[config.mk]
export PLATFORM = sky130hd
export DESIGN_NAME = shared_slot_pool_with_preemption
export DESIGN_NICKNAME = d
export VERILOG_FILES = /design/src/rtl/core/ssp_pkg.sv /design/src/rtl/core/ssp_slot_table.sv /design/src/rtl/core/ssp_stop_list.sv /design/src/rtl/core/shared_slot_pool_with_preemption.sv
export SDC_FILE = /design/constraint.sdc
export NUM_CORES = 2
export LEC_CHECK = 0
export ABC_CLOCK_PERIOD_IN_PS = 9700
export BUFFER_PORTS_ARGS = -buffer_cell sky130_fd_sc_hd__buf_2
export CAP_MARGIN = 5
export CORE_UTILIZATION = 30
export DETAILED_ROUTE_END_ITERATION = 12
export GPL_ROUTABILITY_DRIVEN = 0
export PLACE_DENSITY = 0.43
export SETUP_SLACK_MARGIN = 0.1
export SYNTH_ARGS = -nofsm -noshare
export SYNTH_HDL_FRONTEND = slang
export SYNTH_SLANG_ARGS = --single-unit
export TNS_END_PERCENT = 30
[constraint.sdc]
create_clock -name clk -period 9.7 [get_ports clk]
set_input_delay 0.485 -clock clk [delete_from_list [all_inputs] [get_ports clk]]
set_output_delay 0.485 -clock clk [all_outputs]
set_load 0.01 [all_outputs]
[src/rtl/core/ssp_pkg.sv]
// Shared slot pool: types, codes and constants used by all modules.
// No dependencies.
package ssp_pkg;

  localparam int POOL_SIZE  = 64;
  localparam int IDX_W      = 6;
  localparam int CNT_W      = 7;
  localparam int ROUTE_BITS = 8;
  localparam int RID_W      = ROUTE_BITS + 1;
  localparam logic [RID_W-1:0] ROUTE_NONE = RID_W'(1) << ROUTE_BITS;

  typedef enum logic [1:0] {
    ST_FREE   = 2'd0,
    ST_BUSY   = 2'd1,
    ST_SOFT   = 2'd2,
    ST_REUSED = 2'd3
  } slot_state_t;

  typedef struct packed {
    slot_state_t      status;
    logic [RID_W-1:0] owner;
    logic [RID_W-1:0] borrower;
  } slot_t;

  localparam slot_t SLOT_RESET = '{status: ST_FREE, owner: ROUTE_NONE, borrower: ROUTE_NONE};

  localparam logic [2:0] FN_RESERVE  = 3'd0;
  localparam logic [2:0] FN_PREEMPT  = 3'd1;
  localparam logic [2:0] FN_HARD_REL = 3'd2;
  localparam logic [2:0] FN_SOFT_REL = 3'd3;
  localparam logic [2:0] FN_REL_ALL  = 3'd4;

  localparam logic [2:0] RS_OK        = 3'd0;
  localparam logic [2:0] RS_RES_SHORT = 3'd1;
  localparam logic [2:0] RS_PRE_EXC   = 3'd2;
  localparam logic [2:0] RS_HARD_EXC  = 3'd3;
  localparam logic [2:0] RS_SOFT_EXC  = 3'd4;

  localparam logic [0:0] REG_SLOTS = 1'b0;
  localparam logic [0:0] REG_KIND  = 1'b1;

  localparam logic [1:0] KIND_REPEATER = 2'd2;
  localparam logic [1:0] KIND_UNKNOWN  = 2'd3;

  typedef enum logic [2:0] {
    SQ_IDLE,
    SQ_COUNT,
    SQ_APPLY,
    SQ_PLREAD,
    SQ_PLWAIT,
    SQ_HOLD,
    SQ_EMIT,
    SQ_FIN
  } seq_state_t;

  typedef struct packed {
    logic             we;
    logic [IDX_W-1:0] waddr;
    slot_t            wdata;
    logic [IDX_W-1:0] raddr;
  } tbl_req_t;

endpackage

[src/rtl/core/ssp_slot_table.sv]
// Slot table: status, owner and borrower per slot, one write and one registered read.
// Uses ssp_pkg. Per-entry valid bits make unwritten slots read as Free / none.
module ssp_slot_table (
  input  logic              clk,
  input  logic              rst,
  input  ssp_pkg::tbl_req_t req,
  output ssp_pkg::slot_t    rdata
);

  ssp_pkg::slot_t                      mem [ssp_pkg::POOL_SIZE];
  logic [ssp_pkg::POOL_SIZE-1:0]       valid;
  ssp_pkg::slot_t                      rd_q;
  logic                                rd_valid;

  always_ff @(posedge clk) begin
    if (req.we) begin
      mem[req.waddr] <= req.wdata;
    end
    rd_q <= mem[req.raddr];
  end

  always_ff @(posedge clk) begin
    if (rst) begin
      valid    <= '0;
      rd_valid <= 1'b0;
    end else begin
      if (req.we) begin
        valid[req.waddr] <= 1'b1;
      end
      rd_valid <= valid[req.raddr];
    end
  end

  assign rdata = rd_valid ? rd_q : ssp_pkg::SLOT_RESET;

endmodule

[src/rtl/core/ssp_stop_list.sv]
// List of evicted borrower routes from the last preempt; registered read.
// Uses ssp_pkg. Contents undefined until written.
module ssp_stop_list (
  input  logic                            clk,
  input  logic                            we,
  input  logic [ssp_pkg::IDX_W-1:0]       waddr,
  input  logic [ssp_pkg::RID_W-1:0]       wdata,
  input  logic [ssp_pkg::IDX_W-1:0]       raddr,
  output logic [ssp_pkg::RID_W-1:0]       rdata
);

  logic [ssp_pkg::RID_W-1:0] mem [ssp_pkg::POOL_SIZE];

  always_ff @(posedge clk) begin
    if (we) begin
      mem[waddr] <= wdata;
    end
    rdata <= mem[raddr];
  end

endmodule

[src/rtl/core/shared_slot_pool_with_preemption.sv]
// Shared slot pool with preemption: top level, sequencer and output register.
// Uses ssp_pkg, ssp_slot_table and ssp_stop_list.
//
// One operation at a time. A transfer on s_ starts a pass that reads every slot in
// use (n = min(slots_in_use, 64)) through the single slot table port and counts the
// candidates; if the operation fits, a second pass applies the moves, each slot read
// then written back in turn. An error or unknown code ends after the first pass. A
// preempt then walks the evicted borrower list: each borrower not marked none gets a
// further pass that counts its remaining holdings, unless the pool kind is unknown,
// and each stop result ahead of the final one goes out from the EMIT state; a held
// output register stalls the sequencer.
// s_tready is high only while the sequencer is idle;
// a finished result sits in the output register and the next operation may be
// taken while it waits. Results are one per operation, or for a preempt one per
// borrower to stop (in eviction order, duplicates kept), tlast on the final one.
module shared_slot_pool_with_preemption (
  input  logic        clk,
  input  logic        rst,
  // tdata: func[2:0], route[10:3], count[17:11], zero pad
  input  logic [23:0] s_tdata,
  input  logic        s_tvalid,
  output logic        s_tready,
  // tdata: status[2:0], stopped_route[10:3], free_count[17:11], zero pad
  output logic [23:0] m_tdata,
  // tuser: stop_valid
  output logic        m_tuser,
  output logic        m_tlast,
  output logic        m_tvalid,
  input  logic        m_tready,
  input  logic        cfg_we,
  input  logic [0:0]  cfg_index,
  input  logic [6:0]  cfg_wdata
);

  localparam int CW = ssp_pkg::CNT_W;
  localparam int IW = ssp_pkg::IDX_W;
  localparam int RW = ssp_pkg::RID_W;

  // configuration
  logic [CW-1:0] slots_in_use;
  logic [1:0]    pool_kind;
  logic [CW-1:0] n_act;

  // sequencer
  ssp_pkg::seq_state_t state, state_next;
  logic [2:0]    func;
  logic [RW-1:0] route;
  logic [CW-1:0] num;
  logic [CW-1:0] idx;
  logic          pend;
  logic [IW-1:0] pidx;
  logic          scan_go, scan_done;

  logic [CW-1:0] cnt  [4];
  logic [CW-1:0] rank [4];
  logic [CW-1:0] take [4];
  logic [CW-1:0] cf, nf, hold, pcount, k;
  logic [RW-1:0] pr;
  logic          have_pend;
  logic [ssp_pkg::ROUTE_BITS-1:0] pend_route;
  logic [2:0]    res_status;
  logic [CW-1:0] res_free;

  // output register
  logic          o_valid, o_sv, o_last;
  logic [2:0]    o_status;
  logic [ssp_pkg::ROUTE_BITS-1:0] o_route;
  logic [CW-1:0] o_free;
  logic          out_free;

  // storage
  ssp_pkg::tbl_req_t tbl_req;
  ssp_pkg::slot_t    e;
  logic          pl_we;
  logic [RW-1:0] pl_rdata;

  // per-slot evaluation
  logic [3:0]    m, q;
  ssp_pkg::slot_t v;
  logic [8:0]    cand_sum;
  logic          err, fn_bad, k_last, skip, hit;
  logic [CW-1:0] rem1, rem2, t0, t1, t2;
  logic [CW-1:0] thr;
  logic [2:0]    err_code;

  ssp_slot_table u_tbl (
    .clk   (clk),
    .rst   (rst),
    .req   (tbl_req),
    .rdata (e)
  );

  ssp_stop_list u_pl (
    .clk   (clk),
    .we    (pl_we),
    .waddr (pcount[IW-1:0]),
    .wdata (e.borrower),
    .raddr (k[IW-1:0]),
    .rdata (pl_rdata)
  );

  always_ff @(posedge clk) begin
    if (rst) begin
      slots_in_use <= CW'(ssp_pkg::POOL_SIZE);
      pool_kind    <= 2'd0;
    end else if (cfg_we) begin
      case (cfg_index)
        ssp_pkg::REG_SLOTS: slots_in_use <= cfg_wdata;
        ssp_pkg::REG_KIND:  pool_kind    <= cfg_wdata[1:0];
        default: ;
      endcase
    end
  end

  assign n_act = (slots_in_use > CW'(ssp_pkg::POOL_SIZE)) ? CW'(ssp_pkg::POOL_SIZE)
                                                          : slots_in_use;

  // candidate classes per operation (bit i = list i)
  always_comb begin
    m = 4'b0000;
    case (func)
      ssp_pkg::FN_RESERVE: begin
        m[0] = (e.status == ssp_pkg::ST_FREE);
        m[1] = (e.status == ssp_pkg::ST_SOFT);
      end
      ssp_pkg::FN_PREEMPT: begin
        m[0] = (e.status == ssp_pkg::ST_SOFT)   && (e.owner == route);
        m[1] = (e.status == ssp_pkg::ST_REUSED) && (e.owner == route);
      end
      ssp_pkg::FN_HARD_REL: begin
        m[0] = (e.status == ssp_pkg::ST_REUSED) && (e.borrower == route);
        m[1] = (e.status == ssp_pkg::ST_REUSED) && (e.owner == route);
        m[2] = (e.status == ssp_pkg::ST_SOFT)   && (e.owner == route);
        m[3] = (e.status == ssp_pkg::ST_BUSY)   && (e.owner == route);
      end
      ssp_pkg::FN_SOFT_REL: begin
        m[0] = (e.status == ssp_pkg::ST_BUSY) && (e.owner == route);
      end
      default: m = 4'b0000;
    endcase
    for (int i = 0; i < 4; i++) begin
      q[i] = m[i] && (rank[i] < take[i]);
    end
  end

  // new value of the slot under the apply pass; list moves act in list order
  always_comb begin
    v = e;
    case (func)
      ssp_pkg::FN_RESERVE: begin
        if (q[0]) begin
          v.status = ssp_pkg::ST_BUSY;
          v.owner  = route;
        end else if (q[1]) begin
          v.status   = ssp_pkg::ST_REUSED;
          v.borrower = route;
        end
      end
      ssp_pkg::FN_PREEMPT: begin
        if (q[0]) begin
          v.status = ssp_pkg::ST_BUSY;
        end else if (q[1]) begin
          v.status   = ssp_pkg::ST_BUSY;
          v.borrower = ssp_pkg::ROUTE_NONE;
        end
      end
      ssp_pkg::FN_HARD_REL: begin
        if (q[0]) begin
          v.status   = ssp_pkg::ST_SOFT;
          v.borrower = ssp_pkg::ROUTE_NONE;
        end
        if (q[1]) begin
          v.status   = ssp_pkg::ST_BUSY;
          v.owner    = v.borrower;
          v.borrower = ssp_pkg::ROUTE_NONE;
        end
        if (q[2] || q[3]) begin
          v.status = ssp_pkg::ST_FREE;
          v.owner  = ssp_pkg::ROUTE_NONE;
        end
      end
      ssp_pkg::FN_SOFT_REL: begin
        if (q[0]) v.status = ssp_pkg::ST_SOFT;
      end
      ssp_pkg::FN_REL_ALL: begin
        if (e.owner == route) begin
          if (e.status == ssp_pkg::ST_BUSY || e.status == ssp_pkg::ST_SOFT) begin
            v.status = ssp_pkg::ST_FREE;
            v.owner  = ssp_pkg::ROUTE_NONE;
          end else if (e.status == ssp_pkg::ST_REUSED) begin
            v.status   = ssp_pkg::ST_BUSY;
            v.owner    = e.borrower;
            v.borrower = ssp_pkg::ROUTE_NONE;
          end
        end else if (e.borrower == route) begin
          v.status   = ssp_pkg::ST_SOFT;
          v.borrower = ssp_pkg::ROUTE_NONE;
        end
      end
      default: v = e;
    endcase
  end

  // list sizes -> how many moves each list supplies
  always_comb begin
    cand_sum = 9'(cnt[0]) + 9'(cnt[1]) + 9'(cnt[2]) + 9'(cnt[3]);
    fn_bad   = (func > ssp_pkg::FN_REL_ALL);
    err      = (func != ssp_pkg::FN_REL_ALL) && !fn_bad && (9'(num) > cand_sum);
    t0   = (num < cnt[0]) ? num : cnt[0];
    rem1 = num - t0;
    t1   = (rem1 < cnt[1]) ? rem1 : cnt[1];
    rem2 = rem1 - t1;
    t2   = (rem2 < cnt[2]) ? rem2 : cnt[2];
    case (func)
      ssp_pkg::FN_RESERVE:  err_code = ssp_pkg::RS_RES_SHORT;
      ssp_pkg::FN_PREEMPT:  err_code = ssp_pkg::RS_PRE_EXC;
      ssp_pkg::FN_HARD_REL: err_code = ssp_pkg::RS_HARD_EXC;
      default:              err_code = ssp_pkg::RS_SOFT_EXC;
    endcase
  end

  assign scan_go   = (idx < n_act);
  assign scan_done = !scan_go && !pend;
  assign k_last    = ((k + CW'(1)) == pcount);
  assign thr       = (pool_kind == ssp_pkg::KIND_REPEATER) ? CW'(1) : CW'(0);
  assign skip      = (pool_kind == ssp_pkg::KIND_UNKNOWN) || (pl_rdata == ssp_pkg::ROUTE_NONE);
  assign hit       = (hold <= thr);
  assign out_free  = !o_valid || m_tready;
  assign pl_we     = (state == ssp_pkg::SQ_APPLY) && pend && (func == ssp_pkg::FN_PREEMPT)
                     && q[1];

  always_comb begin
    tbl_req.we    = (state == ssp_pkg::SQ_APPLY) && pend;
    tbl_req.waddr = pidx;
    tbl_req.wdata = v;
    tbl_req.raddr = idx[IW-1:0];
  end

  always_ff @(posedge clk) begin
    if (rst) state <= ssp_pkg::SQ_IDLE;
    else     state <= state_next;
  end

  always_comb begin
    state_next = state;
    s_tready   = 1'b0;
    case (state)
      ssp_pkg::SQ_IDLE: begin
        s_tready = 1'b1;
        if (s_tvalid) state_next = ssp_pkg::SQ_COUNT;
      end
      ssp_pkg::SQ_COUNT: begin
        if (scan_done) state_next = (err || fn_bad) ? ssp_pkg::SQ_FIN : ssp_pkg::SQ_APPLY;
      end
      ssp_pkg::SQ_APPLY: begin
        if (scan_done) begin
          state_next = (func == ssp_pkg::FN_PREEMPT && pcount != '0) ? ssp_pkg::SQ_PLREAD
                                                                     : ssp_pkg::SQ_FIN;
        end
      end
      ssp_pkg::SQ_PLREAD: state_next = ssp_pkg::SQ_PLWAIT;
      ssp_pkg::SQ_PLWAIT: begin
        if (!skip)      state_next = ssp_pkg::SQ_HOLD;
        else if (k_last) state_next = ssp_pkg::SQ_FIN;
        else             state_next = ssp_pkg::SQ_PLREAD;
      end
      ssp_pkg::SQ_HOLD: begin
        if (scan_done) begin
          if (hit && have_pend) state_next = ssp_pkg::SQ_EMIT;
          else if (k_last)      state_next = ssp_pkg::SQ_FIN;
          else                  state_next = ssp_pkg::SQ_PLREAD;
        end
      end
      ssp_pkg::SQ_EMIT: begin
        if (out_free) state_next = k_last ? ssp_pkg::SQ_FIN : ssp_pkg::SQ_PLREAD;
      end
      ssp_pkg::SQ_FIN: begin
        if (out_free) state_next = ssp_pkg::SQ_IDLE;
      end
      default: state_next = ssp_pkg::SQ_IDLE;
    endcase
  end

  // datapath of the sequencer
  always_ff @(posedge clk) begin
    // slot scan pointer, shared by all passes
    if (scan_go) idx <= idx + CW'(1);
    pend <= scan_go && (state == ssp_pkg::SQ_COUNT || state == ssp_pkg::SQ_APPLY
                        || state == ssp_pkg::SQ_HOLD);
    pidx <= idx[IW-1:0];

    case (state)
      ssp_pkg::SQ_IDLE: begin
        func  <= s_tdata[2:0];
        route <= {1'b0, s_tdata[10:3]};
        num   <= s_tdata[17:11];
        idx   <= '0;
        pend  <= 1'b0;
        cf    <= '0;
        for (int i = 0; i < 4; i++) cnt[i] <= '0;
      end
      ssp_pkg::SQ_COUNT: begin
        if (pend) begin
          for (int i = 0; i < 4; i++) cnt[i] <= cnt[i] + CW'(m[i]);
          cf <= cf + CW'(e.status == ssp_pkg::ST_FREE);
        end
        if (scan_done) begin
          idx        <= '0;
          nf         <= '0;
          pcount     <= '0;
          have_pend  <= 1'b0;
          res_status <= err ? err_code : ssp_pkg::RS_OK;
          res_free   <= cf;
          take[0]    <= t0;
          take[1]    <= t1;
          take[2]    <= t2;
          take[3]    <= rem2 - t2;
          for (int i = 0; i < 4; i++) rank[i] <= '0;
        end
      end
      ssp_pkg::SQ_APPLY: begin
        if (pend) begin
          for (int i = 0; i < 4; i++) rank[i] <= rank[i] + CW'(m[i]);
          nf <= nf + CW'(v.status == ssp_pkg::ST_FREE);
          if (pl_we) pcount <= pcount + CW'(1);
        end
        if (scan_done) begin
          res_free <= nf;
          k        <= '0;
        end
      end
      ssp_pkg::SQ_PLWAIT: begin
        pr   <= pl_rdata;
        idx  <= '0;
        pend <= 1'b0;
        hold <= '0;
        if (skip) k <= k + CW'(1);
      end
      ssp_pkg::SQ_HOLD: begin
        if (pend) hold <= hold + CW'(e.owner == pr || e.borrower == pr);
        if (scan_done) begin
          if (hit && !have_pend) begin
            have_pend  <= 1'b1;
            pend_route <= pr[ssp_pkg::ROUTE_BITS-1:0];
          end
          if (!(hit && have_pend)) k <= k + CW'(1);
        end
      end
      ssp_pkg::SQ_EMIT: begin
        if (out_free) begin
          pend_route <= pr[ssp_pkg::ROUTE_BITS-1:0];
          k          <= k + CW'(1);
        end
      end
      default: ;
    endcase
  end

  // output register; loaded from EMIT (not last) and FIN (last)
  always_ff @(posedge clk) begin
    if (rst) begin
      o_valid <= 1'b0;
    end else if ((state == ssp_pkg::SQ_EMIT || state == ssp_pkg::SQ_FIN) && out_free) begin
      o_valid <= 1'b1;
    end else if (m_tready) begin
      o_valid <= 1'b0;
    end
  end

  always_ff @(posedge clk) begin
    if ((state == ssp_pkg::SQ_EMIT || state == ssp_pkg::SQ_FIN) && out_free) begin
      o_status <= (state == ssp_pkg::SQ_FIN) ? res_status : ssp_pkg::RS_OK;
      o_sv     <= have_pend;
      o_route  <= have_pend ? pend_route : '0;
      o_free   <= res_free;
      o_last   <= (state == ssp_pkg::SQ_FIN);
    end
  end

  assign m_tvalid = o_valid;
  assign m_tdata  = {6'd0, o_free, o_route, o_status};
  assign m_tuser  = o_sv;
  assign m_tlast  = o_last;

`ifndef SYNTH
  // error results stand alone and never name a route
  assert property (@(posedge clk) disable iff (rst)
    (m_tvalid && o_status != ssp_pkg::RS_OK) |-> (m_tlast && !m_tuser))
    else $error("error result not single");

  // one operation at a time: busy right after a transfer in
  assert property (@(posedge clk) disable iff (rst)
    (s_tvalid && s_tready) |=> !s_tready)
    else $error("input taken while busy");

  // eviction list never overruns the pool
  assert property (@(posedge clk) disable iff (rst)
    (state == ssp_pkg::SQ_APPLY) |-> (pcount <= CW'(ssp_pkg::POOL_SIZE)))
    else $error("eviction list overflow");
`endif

endmodule

==> qor.yml <==
synthesis:
  synthDistinctLibCells: 86
  synth_area_leaders: "edfxtp_1, mux4_2, dfxtp_1"
  synthCells: 4412
  syn_area_um2: 87500
  yosysSeqAreaShare: 0.728
  synth_ff_type: "edfxtp_1"
  yosys.area.top_type_share: 0.700
  ys_warn_count: 0
  avgSynthCellArea_um2: 19.8
  synth_edf_count: 2041
  yosys.area.top_type: "edfxtp_1"
  async_flop_share: 0
  ys_ff_latch: 2162
worst_setup_path:
  cp_max_fo: 13
  rrSetupSlack_ps: 740
  endpoint: "take[3][6]"
  startpoint: "cnt[0][4]"
  slowest_stage: "edfxtp_1"
  slowest_delay_ps: 450
  worstSetupEndpointType: "register"
  cpMostUsedCell: "ha_1"
  worstPathRequired_ps: 10290
  critPathArrivalTime_ps: 9550
  rr_endpoint: "take[3][6]"
  worst-setup-path-type: "register to register"
  rr_startpoint: "cnt[0][4]"
  start_kind: "register"
  r2r_cells: 43
timing:
  fmax_ghz: 0.112
  relSlewSlack: 0.216
  slew_violations: 0
  setup_violations: 0
  hold_violations: 0
  worstMarginPinSlew_ps: 1170
  rsz0062_at_grt: "false"
  period_needed_ps: 8960
  fin_crit_sh: 0.924
  setup_tns_ps: 0
  skew_ps: 44.8
floorplanning:
  floorplan.rows: 197
  dieHeight_um: 542
  start_util: 0.303
  io_pins: 65
  fp.coreArea_um2: 289000
  die-area_um2: 294000
  die_x_um: 542
grt:
  grt_pass1_vias: 44500
  grt_max_degree: 147
  antenna_found_initial: 19
  grt_overflow_total: 0
  grt_first_pass_wirelength_um: 340000
  track_usage: 0.162
min_path:
  hold_path.class: "primary input to register"
clock_network:
  clk_pin_slew_worst_paths_ps: 60
  cts_buffers: 237
  clk_latency_ps: 880
  tritoncts: "yes"
  cts.sinks: 2162
  clockRootBuffer: "clkbuf_16"
  htree_num_levels: 4
  cts_buffer_depth: 4
layout:
  area_growth_syn_to_layout_pct: 15.6
  mostFrequentLayoutCells: "edfxtp_1, mux4_2, nor2_1"
  stdcell_area_um2: 101000
  drive_gt1_frac: 0.261
  fillers: 26900
  layout_commonest_cell: "edfxtp_1"
  nets: 4781
detailed_routing:
  viasPerCell: 4.90
  via_count: 42700
  ant_nets: 0
  firstDrtPassIters: 5
  wl_per_cell_um: 27.4
  drt_iter0_drc: 3683
  drc: 0
  drt-total-wl_um: 239000
job:
  drv_cap: 0
outcome:
  status: "finished, final reports clean"
placed_design:
  dpl.hpwl_um: 134000
  port_buffers: 52
  dpl_cell_area_um2: 93200
power:
  powerDensity_nw_per_um2: 305
  cellLeakagePower_nw: 33.3
  peakVddDrop_mv: 1.03
sequential cells by signal (all words and copies together) (netlist names), 7 cells and up:
register      cells
num               7
res_free          7
cf                7
pcount            7
cnt              28
pr                9
o_route           8
route             8
u_tbl.valid      64
u_tbl.rd_q       20
o_free            7
u_pl.rdata        9
k                 7
hold              7
take             28
rank             28
slots_in_use      7
idx               7
nf                7
pend_route        8
u_tbl.mem      1280
u_pl.mem        576
cell families (layout without fill, tap and decap cells):
logic type               after synthesis  after routing  share of synthesized area
flip-flops                          2162           2162                      0.728
AND/OR/NAND/NOR                      724            724                     0.0381
multiplexers                         643            643                      0.164
AO/OA/AOI/OAI                        323            323                     0.0254
buffers and inverters                319            718                     0.0144
adder cells (fa/ha/maj)              121            121                     0.0186
XOR/XNOR                             119            119                     0.0120
other                                  1             15                  0.0000428
critical path: cells and delay by family (launching register included):
family          cells  cell delay [ps]
simple gates        4              710
buf+inv             5              510
compound gates     23             4180
flops               1              450
fa+ha+maj           9             2470
mux                 1              220
xor+xnor            1              160
per-stage QoR:
step	power (mW)	instances	utilization	hold slack (ps)	setup WS [ps]
2_1_floorplan	19.2	4417	-	354	491
3_3_place_gp	22.2	8224	0.322	408	132
3_5_place_dp	22.2	8224	0.322	415	124
4_1_cts	31.1	8692	0.350	18.2	182
5_1_grt	32.7	8697	0.350	55.4	98.9
6_report	30.9	8705	0.350	101	741
how the worst min path moves through the flow:
stage | to | slack (ps) | from | cells past startpoint
floorplan | pidx[0] | 350 | idx[0] | 0
global placement | pr[6] | 410 | u_pl.rdata[6] | 0
detailed placement | o_free[2] | 410 | res_free[2] | 0
CTS | u_tbl.valid[23] | 20 | rst | 3
global route | u_tbl.valid[26] | 60 | rst | 3
finish | u_tbl.valid[26] | 100 | rst | 3
where the power goes:
part	switching (mW)	leakage, nW	internal, mW	total [mW]
logic	6.13	8.25	4.56	10.7
clock network	3.69	3.66	5.08	8.77
registers	0.413	21.4	11.0	11.4
total	10.2	33.3	20.7	30.9
layer usage:
metal,track usage,wire length (um),vias to the layer above
met5,0,41,-
li1,-,-,18400
met1,0.221,105000,22900
met2,0.268,116000,976
met3,0.0276,11700,299
met4,0.0403,5490,6
area by class of cell:
cell class / instances / area (um2) / share of cell area
inverters: 94 / 353 / 0.00349
repair buffers: 192 / 1460 / 0.0145
clock buffers: 319 / 6480 / 0.0641
diodes: 9 / 22.5 / 0.000223
flip-flops and latches: 2162 / 63700 / 0.630
clock inverters: 113 / 990 / 0.00978
multi-input cells: 1936 / 23300 / 0.230
well taps: 3880 / 4850 / 0.0480
cells in the mapped netlist (25+ instances only):
master    number
o21ai_0       66
buf_1         44
edfxtp_1    2041
and2_1        30
ha_1         106
xnor2_1       68
nand2_1      157
nor2_1       320
and3_1        40
xor2_1        50
a21o_1        26
clkbuf_1     157
inv_1         91
o21a_1        43
a22oi_1       25
a21oi_1       55
nand3_1       64
mux4_2       630
dfxtp_1      121
repair_timing:
item	4_1_cts	5_1_grt
hold buffers	36	0
resized for setup	2	12
endpoints found under the setup margin	1	4
endpoints found under the hold margin	27	0
pin swaps	1	1
buffers inserted	0	4
Power figures use the tool's default switching activity.
